`src/rtl/fifo_queue_with_search_assert.svh`:
```
// Assertion macros for the FIFO queue with search.
`ifndef FIFO_QUEUE_WITH_SEARCH_ASSERT_SVH
`define FIFO_QUEUE_WITH_SEARCH_ASSERT_SVH

// Checked at every rising clock edge outside reset.
`define FQS_ASSERT(label, prop, msg) \
   label: assert property (@(posedge clock) disable iff (reset) prop) else $error(msg);

// Checked at every rising clock edge, reset included.
`define FQS_ASSERT_ALWAYS(label, prop, msg) \
   label: assert property (@(posedge clock) prop) else $error(msg);

`endif

```
`src/rtl/fqs_pkg.sv`:
```
// Shared types, constants and helper functions of the FIFO queue with search.
package fqs_pkg;

   localparam int QUEUE_DEPTH = 16;
   localparam int VALUE_WIDTH = 32;
   localparam int FIELD_WIDTH = 32;
   localparam int PTR_W       = (QUEUE_DEPTH > 1) ? $clog2(QUEUE_DEPTH) : 1;
   localparam int CNT_W       = $clog2(QUEUE_DEPTH + 1);

   typedef enum logic [1:0] {
      OP_PUSH   = 2'd0,
      OP_POP    = 2'd1,
      OP_SEARCH = 2'd2,
      OP_DUMP   = 2'd3
   } op_type;

   typedef enum logic [1:0] {
      STATUS_OK    = 2'd0,
      STATUS_EMPTY = 2'd1,
      STATUS_FULL  = 2'd2
   } status_type;

   typedef enum logic [1:0] {
      ST_IDLE,
      ST_POP,
      ST_SEARCH,
      ST_DUMP
   } ctrl_state_type;

   typedef logic [VALUE_WIDTH-1:0] value_type;
   typedef logic [PTR_W-1:0]       ptr_type;
   typedef logic [CNT_W-1:0]       cnt_type;

   typedef struct packed {
      status_type              status;
      logic                    found;
      logic [FIELD_WIDTH-1:0]  data_value;
      logic                    last;
   } rsp_word_type;

   typedef struct packed {
      logic         valid;
      rsp_word_type word;
   } emit_type;

   typedef struct packed {
      logic      we;
      ptr_type   waddr;
      value_type wdata;
      logic      re;
      ptr_type   raddr;
   } ram_cmd_type;

   typedef struct packed {
      logic    busy;
      cnt_type count;
   } ctrl_status_type;

   // Ring pointer step forward, wrapping at the queue depth.
   function automatic ptr_type ptr_inc(input ptr_type p);
      return (p == PTR_W'(QUEUE_DEPTH - 1)) ? '0 : p + PTR_W'(1);
   endfunction

   // Ring pointer step backward, wrapping at the queue depth.
   function automatic ptr_type ptr_dec(input ptr_type p);
      return (p == '0) ? PTR_W'(QUEUE_DEPTH - 1) : p - PTR_W'(1);
   endfunction

   // 32-bit field to stored value: sign-extend, then keep the low bits.
   function automatic value_type to_value(input logic signed [FIELD_WIDTH-1:0] x);
      logic signed [63:0] ext;
      ext = 64'(x);
      return ext[VALUE_WIDTH-1:0];
   endfunction

   // Stored value to 32-bit field: sign-extend, then keep the low 32 bits.
   function automatic logic [FIELD_WIDTH-1:0] to_field(input value_type v);
      logic signed [VALUE_WIDTH-1:0] sv;
      logic signed [63:0]            ext;
      sv  = v;
      ext = 64'(sv);
      return ext[FIELD_WIDTH-1:0];
   endfunction

endpackage

```
`src/rtl/fqs_req_if.sv`:
```
// Request channel: operation word into the queue.
interface fqs_req_if import fqs_pkg::*; ();
   logic                           valid;
   logic                           ready;
   op_type                         op;
   logic signed [FIELD_WIDTH-1:0]  push_value;
   logic signed [FIELD_WIDTH-1:0]  search_key;

   modport source (output valid, output op, output push_value, output search_key,
                   input ready);
   modport sink   (input valid, input op, input push_value, input search_key,
                   output ready);
endinterface

```
`src/rtl/fqs_rsp_if.sv`:
```
// Response channel: result words out of the queue.
interface fqs_rsp_if import fqs_pkg::*; ();
   logic                           valid;
   logic                           ready;
   status_type                     status;
   logic                           found;
   logic signed [FIELD_WIDTH-1:0]  data_value;
   logic                           last;

   modport source (output valid, output status, output found, output data_value,
                   output last, input ready);
   modport sink   (input valid, input status, input found, input data_value,
                   input last, output ready);
endinterface

```
`src/rtl/fqs_ram.sv`:
```
// Generic single-write, single-read synchronous RAM with registered read data.
module fqs_ram #(
   parameter int WIDTH = 32,
   parameter int DEPTH = 16
) (
   input  logic                                     clock,
   input  logic                                     we,
   input  logic [((DEPTH > 1) ? $clog2(DEPTH) : 1)-1:0] waddr,
   input  logic [WIDTH-1:0]                         wdata,
   input  logic                                     re,
   input  logic [((DEPTH > 1) ? $clog2(DEPTH) : 1)-1:0] raddr,
   output logic [WIDTH-1:0]                         rdata
);
   logic [WIDTH-1:0] mem_ff [DEPTH];
   logic [WIDTH-1:0] rdata_ff;

   always_ff @(posedge clock) begin
      if (we) begin
         mem_ff[waddr] <= wdata;
      end
      if (re) begin
         rdata_ff <= mem_ff[raddr];
      end
   end

   assign rdata = rdata_ff;
endmodule

```
`src/rtl/fqs_ctrl.sv`:
```
// Queue sequencer: pointers, count, RAM access and result generation.
module fqs_ctrl import fqs_pkg::*; (
   input  logic            clock,
   input  logic            reset,
   fqs_req_if.sink         req_if,
   input  logic            emit_ok,
   output emit_type        emit,
   output ram_cmd_type     ram_cmd,
   input  value_type       ram_rdata,
   output ctrl_status_type ctrl_status
);
   ctrl_state_type state_ff, state_in;
   ptr_type        oldest_ff, oldest_in;
   ptr_type        newest_ff, newest_in;
   cnt_type        count_ff, count_in;
   ptr_type        scan_ptr_ff, scan_ptr_in;
   ptr_type        idx_ff, idx_in;
   value_type      key_ff, key_in;

   logic accept;
   logic hit;
   logic last_entry;

   always_ff @(posedge clock) begin
      if (reset) begin
         state_ff  <= ST_IDLE;
         oldest_ff <= '0;
         newest_ff <= '0;
         count_ff  <= '0;
      end else begin
         state_ff  <= state_in;
         oldest_ff <= oldest_in;
         newest_ff <= newest_in;
         count_ff  <= count_in;
      end
   end

   always_ff @(posedge clock) begin
      scan_ptr_ff <= scan_ptr_in;
      idx_ff      <= idx_in;
      key_ff      <= key_in;
   end

   // The RAM read data is the entry at scan_ptr_ff while scanning.
   assign hit        = (ram_rdata == key_ff);
   assign last_entry = ((CNT_W'(idx_ff) + CNT_W'(1)) == count_ff);

   always_comb begin
      state_in    = state_ff;
      oldest_in   = oldest_ff;
      newest_in   = newest_ff;
      count_in    = count_ff;
      scan_ptr_in = scan_ptr_ff;
      idx_in      = idx_ff;
      key_in      = key_ff;

      req_if.ready = 1'b0;
      accept       = 1'b0;

      emit.valid           = 1'b0;
      emit.word.status     = STATUS_OK;
      emit.word.found      = 1'b0;
      emit.word.data_value = '0;
      emit.word.last       = 1'b0;

      ram_cmd.we    = 1'b0;
      ram_cmd.waddr = newest_ff;
      ram_cmd.wdata = to_value(req_if.push_value);
      ram_cmd.re    = 1'b0;
      ram_cmd.raddr = oldest_ff;

      unique case (state_ff)
         ST_IDLE: begin
            req_if.ready = emit_ok;
            accept       = req_if.valid && emit_ok;
            if (accept) begin
               unique case (req_if.op)
                  OP_PUSH: begin
                     emit.valid     = 1'b1;
                     emit.word.last = 1'b1;
                     if (count_ff == CNT_W'(QUEUE_DEPTH)) begin
                        emit.word.status = STATUS_FULL;
                     end else begin
                        ram_cmd.we = 1'b1;
                        newest_in  = ptr_inc(newest_ff);
                        count_in   = count_ff + CNT_W'(1);
                     end
                  end
                  OP_POP, OP_SEARCH, OP_DUMP: begin
                     if (count_ff == '0) begin
                        emit.valid       = 1'b1;
                        emit.word.status = STATUS_EMPTY;
                        emit.word.last   = 1'b1;
                     end else begin
                        ram_cmd.re = 1'b1;
                        idx_in     = '0;
                        priority case (req_if.op)
                           OP_POP: begin
                              ram_cmd.raddr = oldest_ff;
                              oldest_in     = ptr_inc(oldest_ff);
                              count_in      = count_ff - CNT_W'(1);
                              state_in      = ST_POP;
                           end
                           OP_SEARCH: begin
                              ram_cmd.raddr = oldest_ff;
                              scan_ptr_in   = oldest_ff;
                              key_in        = to_value(req_if.search_key);
                              state_in      = ST_SEARCH;
                           end
                           default: begin
                              ram_cmd.raddr = ptr_dec(newest_ff);
                              scan_ptr_in   = ptr_dec(newest_ff);
                              state_in      = ST_DUMP;
                           end
                        endcase
                     end
                  end
                  default: begin
                  end
               endcase
            end
         end

         ST_POP: begin
            if (emit_ok) begin
               emit.valid           = 1'b1;
               emit.word.data_value = to_field(ram_rdata);
               emit.word.last       = 1'b1;
               state_in             = ST_IDLE;
            end
         end

         ST_SEARCH: begin
            if (hit || last_entry) begin
               // Read data holds while the result waits for a free slot.
               if (emit_ok) begin
                  emit.valid      = 1'b1;
                  emit.word.found = hit;
                  emit.word.last  = 1'b1;
                  state_in        = ST_IDLE;
               end
            end else begin
               ram_cmd.re    = 1'b1;
               ram_cmd.raddr = ptr_inc(scan_ptr_ff);
               scan_ptr_in   = ptr_inc(scan_ptr_ff);
               idx_in        = idx_ff + PTR_W'(1);
            end
         end

         ST_DUMP: begin
            if (emit_ok) begin
               emit.valid           = 1'b1;
               emit.word.data_value = to_field(ram_rdata);
               emit.word.last       = last_entry;
               if (last_entry) begin
                  state_in = ST_IDLE;
               end else begin
                  ram_cmd.re    = 1'b1;
                  ram_cmd.raddr = ptr_dec(scan_ptr_ff);
                  scan_ptr_in   = ptr_dec(scan_ptr_ff);
                  idx_in        = idx_ff + PTR_W'(1);
               end
            end
         end

         default: begin
            state_in = ST_IDLE;
         end
      endcase

      ctrl_status.busy  = (state_ff != ST_IDLE);
      ctrl_status.count = count_ff;
   end
endmodule

```
`src/rtl/fqs_rsp_reg.sv`:
```
// Output register: holds one result word until the receiver takes it.
module fqs_rsp_reg import fqs_pkg::*; (
   input  logic     clock,
   input  logic     reset,
   input  emit_type emit,
   output logic     emit_ok,
   fqs_rsp_if.source rsp_if
);
   logic         valid_ff, valid_in;
   rsp_word_type word_ff, word_in;

   always_ff @(posedge clock) begin
      if (reset) begin
         valid_ff <= 1'b0;
      end else begin
         valid_ff <= valid_in;
      end
   end

   always_ff @(posedge clock) begin
      word_ff <= word_in;
   end

   // Slot is free when empty or being drained this cycle.
   assign emit_ok = !valid_ff || rsp_if.ready;

   always_comb begin
      valid_in = valid_ff;
      word_in  = word_ff;
      if (emit.valid && emit_ok) begin
         valid_in = 1'b1;
         word_in  = emit.word;
      end else if (rsp_if.ready) begin
         valid_in = 1'b0;
      end
   end

   assign rsp_if.valid      = valid_ff;
   assign rsp_if.status     = word_ff.status;
   assign rsp_if.found      = word_ff.found;
   assign rsp_if.data_value = word_ff.data_value;
   assign rsp_if.last       = word_ff.last;
endmodule

```
`src/rtl/fifo_queue_with_search.sv`:
```
// Top level of the bounded FIFO queue with linear search and dump.
//
// req_if takes one operation word: push, pop, search or dump. rsp_if returns
// result words: one for push, pop and search, one per stored entry for a dump
// (newest first, last set on the final word), and a single empty-status word
// for pop, search or dump on an empty queue.
// A push, or any operation on an empty queue, is done in the cycle it is
// accepted; a pop makes one RAM read; a search steps through the entries and
// ends early on the first match; a dump gives one result word per cycle while
// the output register has room. A new request is taken only once the last is
// done. The scans step one entry a cycle through the single read port of the
// entry RAM. A result word appears at rsp_if in the cycle after it is formed,
// held in a one-word output register.
// Reset clears pointers, count and control state at once; there is no clear
// pass over the RAM, whose contents are never read before being written.
// When the receiver stalls, the output register holds its word, the sequencer
// waits with a word to emit and req_if.ready stays low until the slot frees.
module fifo_queue_with_search import fqs_pkg::*; (
   input  logic      clock,
   input  logic      reset,
   fqs_req_if.sink   req_if,
   fqs_rsp_if.source rsp_if
);
`include "fifo_queue_with_search_assert.svh"

   emit_type        emit;
   logic            emit_ok;
   ram_cmd_type     ram_cmd;
   value_type       ram_rdata;
   ctrl_status_type ctrl_status;

   // Sequencer owns pointers and count; the ring store sits in the RAM.
   fqs_ctrl u_ctrl (
      .clock       (clock),
      .reset       (reset),
      .req_if      (req_if),
      .emit_ok     (emit_ok),
      .emit        (emit),
      .ram_cmd     (ram_cmd),
      .ram_rdata   (ram_rdata),
      .ctrl_status (ctrl_status)
   );

   // Push writes never coincide with a read of the same entry: every read is
   // issued after the write it depends on has completed.
   fqs_ram #(
      .WIDTH (VALUE_WIDTH),
      .DEPTH (QUEUE_DEPTH)
   ) u_entry_ram (
      .clock (clock),
      .we    (ram_cmd.we),
      .waddr (ram_cmd.waddr),
      .wdata (ram_cmd.wdata),
      .re    (ram_cmd.re),
      .raddr (ram_cmd.raddr),
      .rdata (ram_rdata)
   );

   // Output register decouples the sequencer from the receiver.
   fqs_rsp_reg u_rsp_reg (
      .clock   (clock),
      .reset   (reset),
      .emit    (emit),
      .emit_ok (emit_ok),
      .rsp_if  (rsp_if)
   );

   `FQS_ASSERT(a_count_bound, (ctrl_status.count <= CNT_W'(QUEUE_DEPTH)), "entry count exceeds queue depth")
   `FQS_ASSERT(a_ready_idle, (req_if.ready |-> !ctrl_status.busy), "request taken while sequencer busy")
   `FQS_ASSERT(a_nonlast_is_dump, (rsp_if.valid && !rsp_if.last |-> rsp_if.status == STATUS_OK && !rsp_if.found), "non-final word is not a dump entry")
   `FQS_ASSERT(a_push_count, (req_if.valid && req_if.ready && req_if.op == OP_PUSH && ctrl_status.count != CNT_W'(QUEUE_DEPTH) |=> ctrl_status.count == $past(ctrl_status.count) + CNT_W'(1)), "push did not grow the count")
endmodule
```
`src/flat_wrapper.sv`:
```
// flat-port wrapper written by rule: the top's interface ports become plain ports
module fifo_queue_with_search_flat import fqs_pkg::*;
  (clock, reset, req_if_valid, req_if_op, req_if_push_value, req_if_search_key, req_if_ready, rsp_if_valid, rsp_if_status, rsp_if_found, rsp_if_data_value, rsp_if_last, rsp_if_ready);
  fqs_req_if req_if_i ();
  fqs_rsp_if rsp_if_i ();
  input  logic clock;
  input  logic reset;
  input wire logic [$bits(req_if_i.valid)-1:0] req_if_valid;
  input wire logic [$bits(req_if_i.op)-1:0] req_if_op;
  input wire logic [$bits(req_if_i.push_value)-1:0] req_if_push_value;
  input wire logic [$bits(req_if_i.search_key)-1:0] req_if_search_key;
  output wire logic [$bits(req_if_i.ready)-1:0] req_if_ready;
  output wire logic [$bits(rsp_if_i.valid)-1:0] rsp_if_valid;
  output wire logic [$bits(rsp_if_i.status)-1:0] rsp_if_status;
  output wire logic [$bits(rsp_if_i.found)-1:0] rsp_if_found;
  output wire logic [$bits(rsp_if_i.data_value)-1:0] rsp_if_data_value;
  output wire logic [$bits(rsp_if_i.last)-1:0] rsp_if_last;
  input wire logic [$bits(rsp_if_i.ready)-1:0] rsp_if_ready;
  assign req_if_i.valid = req_if_valid;
  assign req_if_i.op = req_if_op;
  assign req_if_i.push_value = req_if_push_value;
  assign req_if_i.search_key = req_if_search_key;
  assign req_if_ready = req_if_i.ready;
  assign rsp_if_valid = rsp_if_i.valid;
  assign rsp_if_status = rsp_if_i.status;
  assign rsp_if_found = rsp_if_i.found;
  assign rsp_if_data_value = rsp_if_i.data_value;
  assign rsp_if_last = rsp_if_i.last;
  assign rsp_if_i.ready = rsp_if_ready;
  fifo_queue_with_search u_core (.clock(clock), .reset(reset), .req_if(req_if_i), .rsp_if(rsp_if_i));
endmodule
```
`config.mk`:
```
export PLATFORM = sky130hd
export DESIGN_NAME = fifo_queue_with_search_flat
export DESIGN_NICKNAME = d
export VERILOG_FILES = /design/src/rtl/fqs_pkg.sv /design/src/rtl/fqs_req_if.sv /design/src/rtl/fqs_rsp_if.sv /design/src/rtl/fqs_ram.sv /design/src/rtl/fqs_ctrl.sv /design/src/rtl/fqs_rsp_reg.sv /design/src/rtl/fifo_queue_with_search.sv /design/src/flat_wrapper.sv
export VERILOG_INCLUDE_DIRS = /design/src /design/src/rtl
export SDC_FILE = /design/constraint.sdc
export NUM_CORES = 1
export LEC_CHECK = 0
export BUFFER_PORTS_ARGS = -buffer_cell sky130_fd_sc_hd__buf_2
export CAP_MARGIN = 20
export CORE_ASPECT_RATIO = 1.2
export CORE_MARGIN = 2
export CORE_UTILIZATION = 45
export CTS_CLUSTER_DIAMETER = 80
export CTS_CLUSTER_SIZE = 14
export DETAILED_ROUTE_END_ITERATION = 16
export SLEW_MARGIN = 20
export SYNTH_ARGS = -nofsm -noshare
export SYNTH_HDL_FRONTEND = slang
export SYNTH_SLANG_ARGS = --single-unit
```
`constraint.sdc`:
```
create_clock -name clock -period 6 [get_ports clock]
set_input_delay 0.6 -clock clock [delete_from_list [all_inputs] [get_ports clock]]
set_output_delay 0.6 -clock clock [all_outputs]
set_load 0.03 [all_outputs]
```
==> impl_results.md, run 1 <==
- Netlist cell types: 62
- GRT Resource Usage Total: 21.8%
- Net Sw Frac: between 30% and 40%
- Starting density of the core: 45.7%
- Pwr Density: between 400 and 500 nW/um^2
- ANT nets after route: 0
- Worst-path fanout max: 24
- Post-synthesis sequential area ratio: 73.7%
- Clk pwr share: between 20% and 30%
- Fillers: 4723
- Chip height: 266 microns
- Fin crit period: 4520 ps
- Setup crit start: u_core.u_entry_ram.rdata[16]$_DFFE_PP_
- Avg WL per Cell: 23.6 microns
- Grt ovf: 0
- Seq pwr share: 45.4%
- Most common cell after layout, fill and taps aside: edfxtp_1
- FF+latch count, synth: between 600 and 700
- Most common flop cell mapped by yosys: edfxtp_1
- Syn Area/Cell: around 14 sq um
- FP Rows: 95
- Status: finished, final reports clean
- Clock Latency Late Sink: 620 ps
- Fmax achieved: 0.221 GHz
- Largest net degree at the start of global routing: between 150 and 200
- Hold Fails Final Rpt: 0
- Post-synth EDFFs: 620
- Stages on the worst setup path: 12
- CP Class: reg -> reg
- Core box area: 56200 sq um
- Crit-path leading delay family: compound AO/OA/AOI/OAI gates
- Post-CTS Hold Fix Bufs: 0
- Min-delay src: req_if_search_key[16]
- Drt first pass iters: 5
- Detailed Place HPWL: 36100 microns
- # port buffers: 107
- Root Driver: clkbuf_16
- Placed cell areas: 27100 sq um
- Clk slew on worst S/H paths: about 70 ps
- Drt via density: 5.78
- RSZ-0062 raised after global routing: false
- Setup Buffers After CTS: 0
- Share of layout cells above drive strength 1: between 10 and 15%
- GP Congestion: 0.853
- Final WS setup: around 1500 ps
- Combinational group share of total power: 30.0%
- Post-synth net total: 1989
- R2R Path Start: u_core.u_entry_ram.rdata[16]$_DFFE_PP_
- Relative slew slack: 36.9%
- Cells after Synth: 1897
- Setup TNS: 0 ps
- CTS tree: built
- FFs w/ async S/R, synth: 0%
- Die width: ~220 microns
- Crit path DAT: just under 5000 ps
- Critical path cell sequence: xor2_1, nor4_1, nand4_1, o21a_1, nand2_1, o21ai_2, a22oi_4, buf_4, buf_4, nand3_1, a32oi_1, o211ai_1
- First-pass GRT wire length: roughly 97000 microns
- Post-route cell area: between 20000 and 30000 sq um
- Warnings, synthesis: 0
- Critical Path Max Stage Delay: 760 ps
- CP Capture Type: register
- Mapped Area: approximately 26000 sq um
- CTS Buf Count: 51
- Antenna violations before repair: 4
- Total Wirelength: 64100 microns
- Cells on worst reg2reg path: 12
- Critical path buffer and inverter count: 2
- Slowest CP cell: a22oi_4
- Commonest cells after routing, fill and taps aside: edfxtp_1, nand2_1, nand3_1
- Worst endpoint required time: 6340 ps
- I/O pin count: 108
- Ratio of final minimum period to clock period: between 70% and 80%
- Setup Skew: about 21 ps
- Most Frequent Cell on Critical Path: buf_4
- Critical path launch point type: register
- Hold Slack: approximately 160 ps
- CTS Buffer Depth: 3
- Number of global-route vias before repair: 15361
- Sink Count: 636
- HP Class: in -> reg
- Iteration-0 DRC Markers: 1514
- Worst-margin pin slew: 944 ps
- Leak: approximately 10 nW
- Hold Path Cell Cnt: 1
- Nets: 2074
- Setup slack after placement: 1310 ps
- Antenna diodes: 0
- DRC Markers: 0
- Peak VDD IR: about 330 uV
- H-tree depth: 2
- Max Cap Viol: 0
- P&R area growth vs syn: 11.0%
- Cell Int Power: 0.00806 W
- Net switching power: 0.00421 W
- CTS resizes: 0
- Die area: 59000 sq um
- Final setup fails: 0
- Via count: 15719
- Pins over their slew limit: 0
==> worst reg2reg max path, stage by stage, from the launching register on <==
cell and delay (ps):
edfxtp_1 490, xor2_1 190, nor4_1 710, nand4_1 410
o21a_1 350, nand2_1 180, o21ai_2 110, a22oi_4 760
buf_4 360, buf_4 250, nand3_1 100, a32oi_1 230
o211ai_1 120
==> final cells by class <==
type	count	area [sq um]	share of cell area (%)
Multi-Input combinational cell	1130	6320	22.2
Clock inverter	4	63.8	0.224
Clock buffer	59	1310	4.58
Tap cell	727	910	3.19
Sequential cell	636	18900	66.4
Inverter	16	60.1	0.211
Timing Repair Buffer	147	918	3.22
==> routing by layer <==
| layer | vias to the layer above | part of all wire (%) | wire (microns) | global-route usage (%) |
|---|---|---|---|---|
| met5 | - | 0.053 | 34 | 0 |
| met4 | 6 | 2.8 | 1780 | 6.94 |
| met3 | 109 | 6.2 | 3960 | 2.98 |
| met2 | 557 | 49 | 31400 | 36.6 |
| met1 | 7905 | 42 | 26900 | 29.6 |
| li1 | 7142 | - | - | - |
==> logic make-up after synthesis <==
group,share of synthesized area [%]
flip-flops,73.7
buffers and inverters,2.43
adder cells (fa/ha/maj),1.10
AO/OA/AOI/OAI,8.27
AND/OR/NAND/NOR,12.7
XOR/XNOR,1.66
multiplexers,0.156
==> power groups by stage <==
| stage | sequential [W] | clock (W) | combinational [W] |
|---|---|---|---|
| CTS | 0.00557 | 0.00307 | 0.00371 |
| detailed placement | 0.00567 | 0 | 0.00370 |
| floorplan | 0.00576 | 0 | 0.00243 |
| global route | 0.00560 | 0.00322 | 0.00405 |
| global placement | 0.00566 | 0 | 0.00363 |
| finish | 0.00558 | 0.00302 | 0.00368 |
==> final timing paths <==
kind / endpoint / slack (ps)
worst max-delay path: u_core.u_entry_ram.rdata[24]$_DFFE_PP_ / 1480
worst min-delay path: u_core.u_ctrl.key_ff[16]$_DFFE_PP_ / 160
worst max register to register: u_core.u_entry_ram.rdata[24]$_DFFE_PP_ / 1480
worst min register to register: u_core.u_ctrl.state_ff[0]$_SDFFE_PP0P_ / 550
==> registers in the layout, indices dropped and copies added, names as in the netlist, 4 cells and up <==
| signal | cells |
|---|---|
| u_core.u_ctrl.key_ff | 32 |
| u_core.u_ctrl.oldest_ff | 4 |
| u_core.u_entry_ram.mem_ff | 512 |
| u_core.u_rsp_reg.rsp_if.data_value | 32 |
| u_core.u_ctrl.newest_ff | 4 |
| u_core.u_entry_ram.rdata | 32 |
| u_core.u_ctrl.count_ff | 5 |
| u_core.u_ctrl.idx_ff | 4 |
| u_core.u_ctrl.scan_ptr_ff | 4 |
==> through the flow <==
step	util [%]	total power (W)	instances
finish	50.7	0.0123	2719
global route	50.7	0.0129	2719
CTS	50.7	0.0124	2719
detailed placement	48.3	0.00937	2656
global placement	48.2	0.00929	2655
floorplan	-	0.00819	1897
==> Yosys cell counts, types with 5 or more instances <==
cell / instances / area (sq um)
nor4_1: 9 / 56.3
nor2_1: 38 / 143
edfxtp_1: 620 / 18600
clkbuf_1: 37 / 139
nand2_1: 501 / 1880
a21oi_1: 84 / 420
nor3_1: 13 / 65.1
nand3_1: 139 / 696
a32oi_1: 32 / 280
dfxtp_1: 16 / 320
and2_1: 35 / 219
buf_2: 65 / 325
and3_1: 5 / 31.3
a31oi_1: 34 / 213
ha_1: 21 / 263
o211ai_1: 68 / 510
a22o_1: 35 / 307
buf_4: 6 / 45.0
xor2_1: 38 / 333
inv_1: 16 / 60.1
o21ai_0: 10 / 50.1
xnor2_1: 8 / 70.1
No activity file was read; power rests on OpenSTA's default activity.
==> run 2: changes to the inputs <==
Settings changed: ABC_AREA set to 1.
Clock period 6 ns to 3.7 ns, I/O delays scaled along.
==> run 2 against run 1 <==
Power is 100% higher. Register-to-register slack worse by 1200 ps. Design area rose by 12%. Via count is 22% higher. Die area is 9.6% higher. Critical path depth up 5. Sequential share of layout area is 7.3 points lower. Sequential cell count unchanged. Combinational power rose to 2.9 times the previous value. Clock-buffer cell count did not move. Synthesized area rose by 9.8%.
==> impl_results.md, run 2 <==
- Status: finished, final reports clean
- Hold Fails Final Rpt: 0
- Top-count cell post-synth: edfxtp_1
- Relative slew slack: 34.3%
- Fmax achieved: 0.291 GHz
- Final WS setup: approximately 260 ps
- Drt via density: 5.35
- Nets: 2834
- Yosys top cell area share: 66.0%
- Total Wirelength: between 70000 and 80000 microns
- First-pass GRT wire length: 108000 microns
- Setup Skew: about 24 ps
- FF+latch count, synth: 636
- Crit path DAT: 3740 ps
- Number of global-route vias before repair: 18248
- Largest Register: u_core.u_entry_ram.mem_ff
- Setup slack after placement: approximately 210 ps
- Cell Int Power: 0.0149 W
- Seq pwr share: 37.1%
- Net switching power: between 0.009 and 0.01 W
- GP Congestion: 0.861
- Root Driver: clkbuf_16
- CP Class: reg -> reg
- DRC Markers: 0
- Fin crit period: 3440 ps
- Leak: approximately 13 nW
- Commonest cells after routing, fill and taps aside: edfxtp_1, nand3_1, nand2_1
- ANT nets after route: 0
- CP Capture Type: register
- I/O pin count: 108
- Via count: approximately 19000
- Max FFs per register: 512
- Final Util: 51.6%
- CTS Buf Count: 51
- Slowest CP cell: edfxtp_1
- Netlist cell types: 39
- Post-synthesis sequential area ratio: roughly two thirds
- Peak VDD IR: 433 uV
- Warnings, synthesis: 0
- Final setup fails: 0
- Antenna violations before repair: 4
- Clock Latency Late Sink: 620 ps
- FFs w/ async S/R, synth: 0%
- Sink Count: between 600 and 700
- Post-synth net total: 2705
- Starting density of the core: 45.5%
- Ratio of final minimum period to clock period: between 90% and 100%
- Largest net degree at the start of global routing: 92
- Combinational group share of total power: 43.0%
- Most common cell after layout, fill and taps aside: edfxtp_1
- Most common flop cell mapped by yosys: edfxtp_1
- Iteration-0 DRC Markers: 1720
- Synth area leader: edfxtp_1
- Clk pwr share: between 15 and 20%
- FP Rows: 100
- GRT Resource Usage Total: 22.1%
- Worst-path fanout max: 36
- HP Class: in -> reg
- Grt ovf: 0
- Worst-margin pin slew: 985 ps
- Synth cell count leaders: edfxtp_1, nand3_1, nand2_1, inv_1, buf_2
- Die area: approximately 65000 sq um
- P&R area growth vs syn: 13.5%
- RSZ-0062 raised after global routing: false
- Worst endpoint required time: 4000 ps
- Critical Path Max Stage Delay: 460 ps
- Cells after Synth: 2613
- Pins over their slew limit: 0
- Syn Area/Cell: 10.8 sq um
- Ranking of synthesized cells by area: edfxtp_1, nand3_1, nand2_1
- Pwr Density: 775 nW/um^2
- Post-synth EDFFs: 620
- Critical path launch point type: register
- Drt first pass iters: 7
- CTS tree: built
- Die width: between 200 and 250 microns
- Chip height: 278 microns
- Net Sw Frac: 40.1%
- Max Cap Viol: 0
- # port buffers: 107
- Mapped Area: 28200 sq um
- H-tree depth: 2
- Share of layout cells above drive strength 1: 10.2%
- Critical path cell sequence: ha_1, xnor2_1, nand3_1, nor2_1, nand2_1, buf_4, nand3_1, nand3_1, nand2_8, nand2_8, buf_16, nand2_1, nand2_1, nand2_1, nand3_1, nand3_1, nand2_1
- Clk slew on worst S/H paths: 70 ps
- Avg WL per Cell: 20.2 microns
- Detailed Place HPWL: just under 40000 microns
- Core box area: 62100 sq um
- Setup TNS: 0 ps
- CTS Buffer Depth: 3
[run 2: changes by cell type after synthesis, sizes merged, moves of 36 or more]
cell,before,now
inv,16,445
nand3,139,604
and2,36,0
nand3b,3,98
a21oi,84,21
nor2,38,96
o211ai,68,4
buf,78,125
nand2,501,464
[run 2: cells by family after synthesis]
family / count (synthesis) / share of synthesized area, %
and+or+nand+nor: 1283 / 21.3
DFF: 636 / 67.1
buffers and inverters: 584 / 8.44
AOI/OAI and AO/OA: 61 / 1.26
xor gates and xnor gates: 27 / 0.838
adders and majority gates: 22 / 1.00
[run 2: critical path, delay by kind of cell, from the launching register on]
kind,cells,cell delay [ps]
flip-flops,1,460
XOR/XNOR,1,180
adder cells (fa/ha/maj),1,370
AND/OR/NAND/NOR,13,1630
buffers and inverters,2,430
[run 2: final cells by class]
class,instances,area (sq um)
Multi-Input combinational cell,1393,7100
Inverter,447,1680
Clock buffer,59,1350
Fill cell,5407,30000
Antenna cell,1,2.50
Clock inverter,4,33.8
Timing Repair Buffer,213,1900
Sequential cell,636,18900
Tap cell,816,1020
[run 2: repair_timing]
| item | 4_1_cts | 5_1_grt |
|---|---|---|
| gates resized for setup | 0 | 3 |
| hold endpoints to repair | 33 | 0 |
| hold buffers | 33 | 0 |
| setup endpoints to repair | 0 | 3 |
| buffers inserted | 0 | 0 |
[run 2: power by group through the flow]
stage               Combinational [W]  Sequential, W  Clock (W)
floorplan                     0.00678        0.00954          0
global placement               0.0104        0.00935          0
detailed placement             0.0105        0.00936          0
CTS                            0.0106        0.00920    0.00507
global route                   0.0118        0.00924    0.00529
finish                         0.0107        0.00921    0.00495
[run 2: worst paths after layout]
kind | from | end | slack (ps) | cells after the start
worst max-delay path | u_core.u_ctrl.idx_ff[0]$_SDFFCE_PP0P_ | u_core.u_entry_ram.rdata[13]$_DFFE_PP_ | 260 | 17
worst min register to register | u_core.u_ctrl.count_ff[4]$_SDFFE_PP0P_ | u_core.u_ctrl.count_ff[4]$_SDFFE_PP0P_ | 510 | 1
worst max register to register | u_core.u_ctrl.idx_ff[0]$_SDFFCE_PP0P_ | u_core.u_entry_ram.rdata[13]$_DFFE_PP_ | 260 | 17
worst min-delay path | req_if_push_value[28] | u_core.u_entry_ram.mem_ff[4][28]$_DFFE_PP_ | 130 | 1
[run 2: metal layers]
| metal | wire, microns | global-route usage, % | vias up | part of all wire (%) |
|---|---|---|---|---|
| met3 | 4520 | 3.20 | 151 | 6.3 |
| met1 | 30100 | 28.9 | 9284 | 42 |
| met2 | 35100 | 37.6 | 653 | 49 |
| met5 | 13 | 0 | - | 0.018 |
| li1 | - | - | 9016 | - |
| met4 | 2370 | 8.04 | 2 | 3.3 |
[run 2: through the flow]
| step | cell area (sq um) | std cells | total power, W | hold WS (ps) |
|---|---|---|---|---|
| after floorplan | 28200 | 2613 | 0.0163 | 448 |
| after global placement | 30300 | 3471 | 0.0198 | 495 |
| after detailed placement | 30300 | 3471 | 0.0199 | 493 |
| after CTS | 32000 | 3567 | 0.0249 | 90.9 |
| after global routing | 32000 | 3569 | 0.0263 | 115 |
| final | 32000 | 3569 | 0.0248 | 128 |
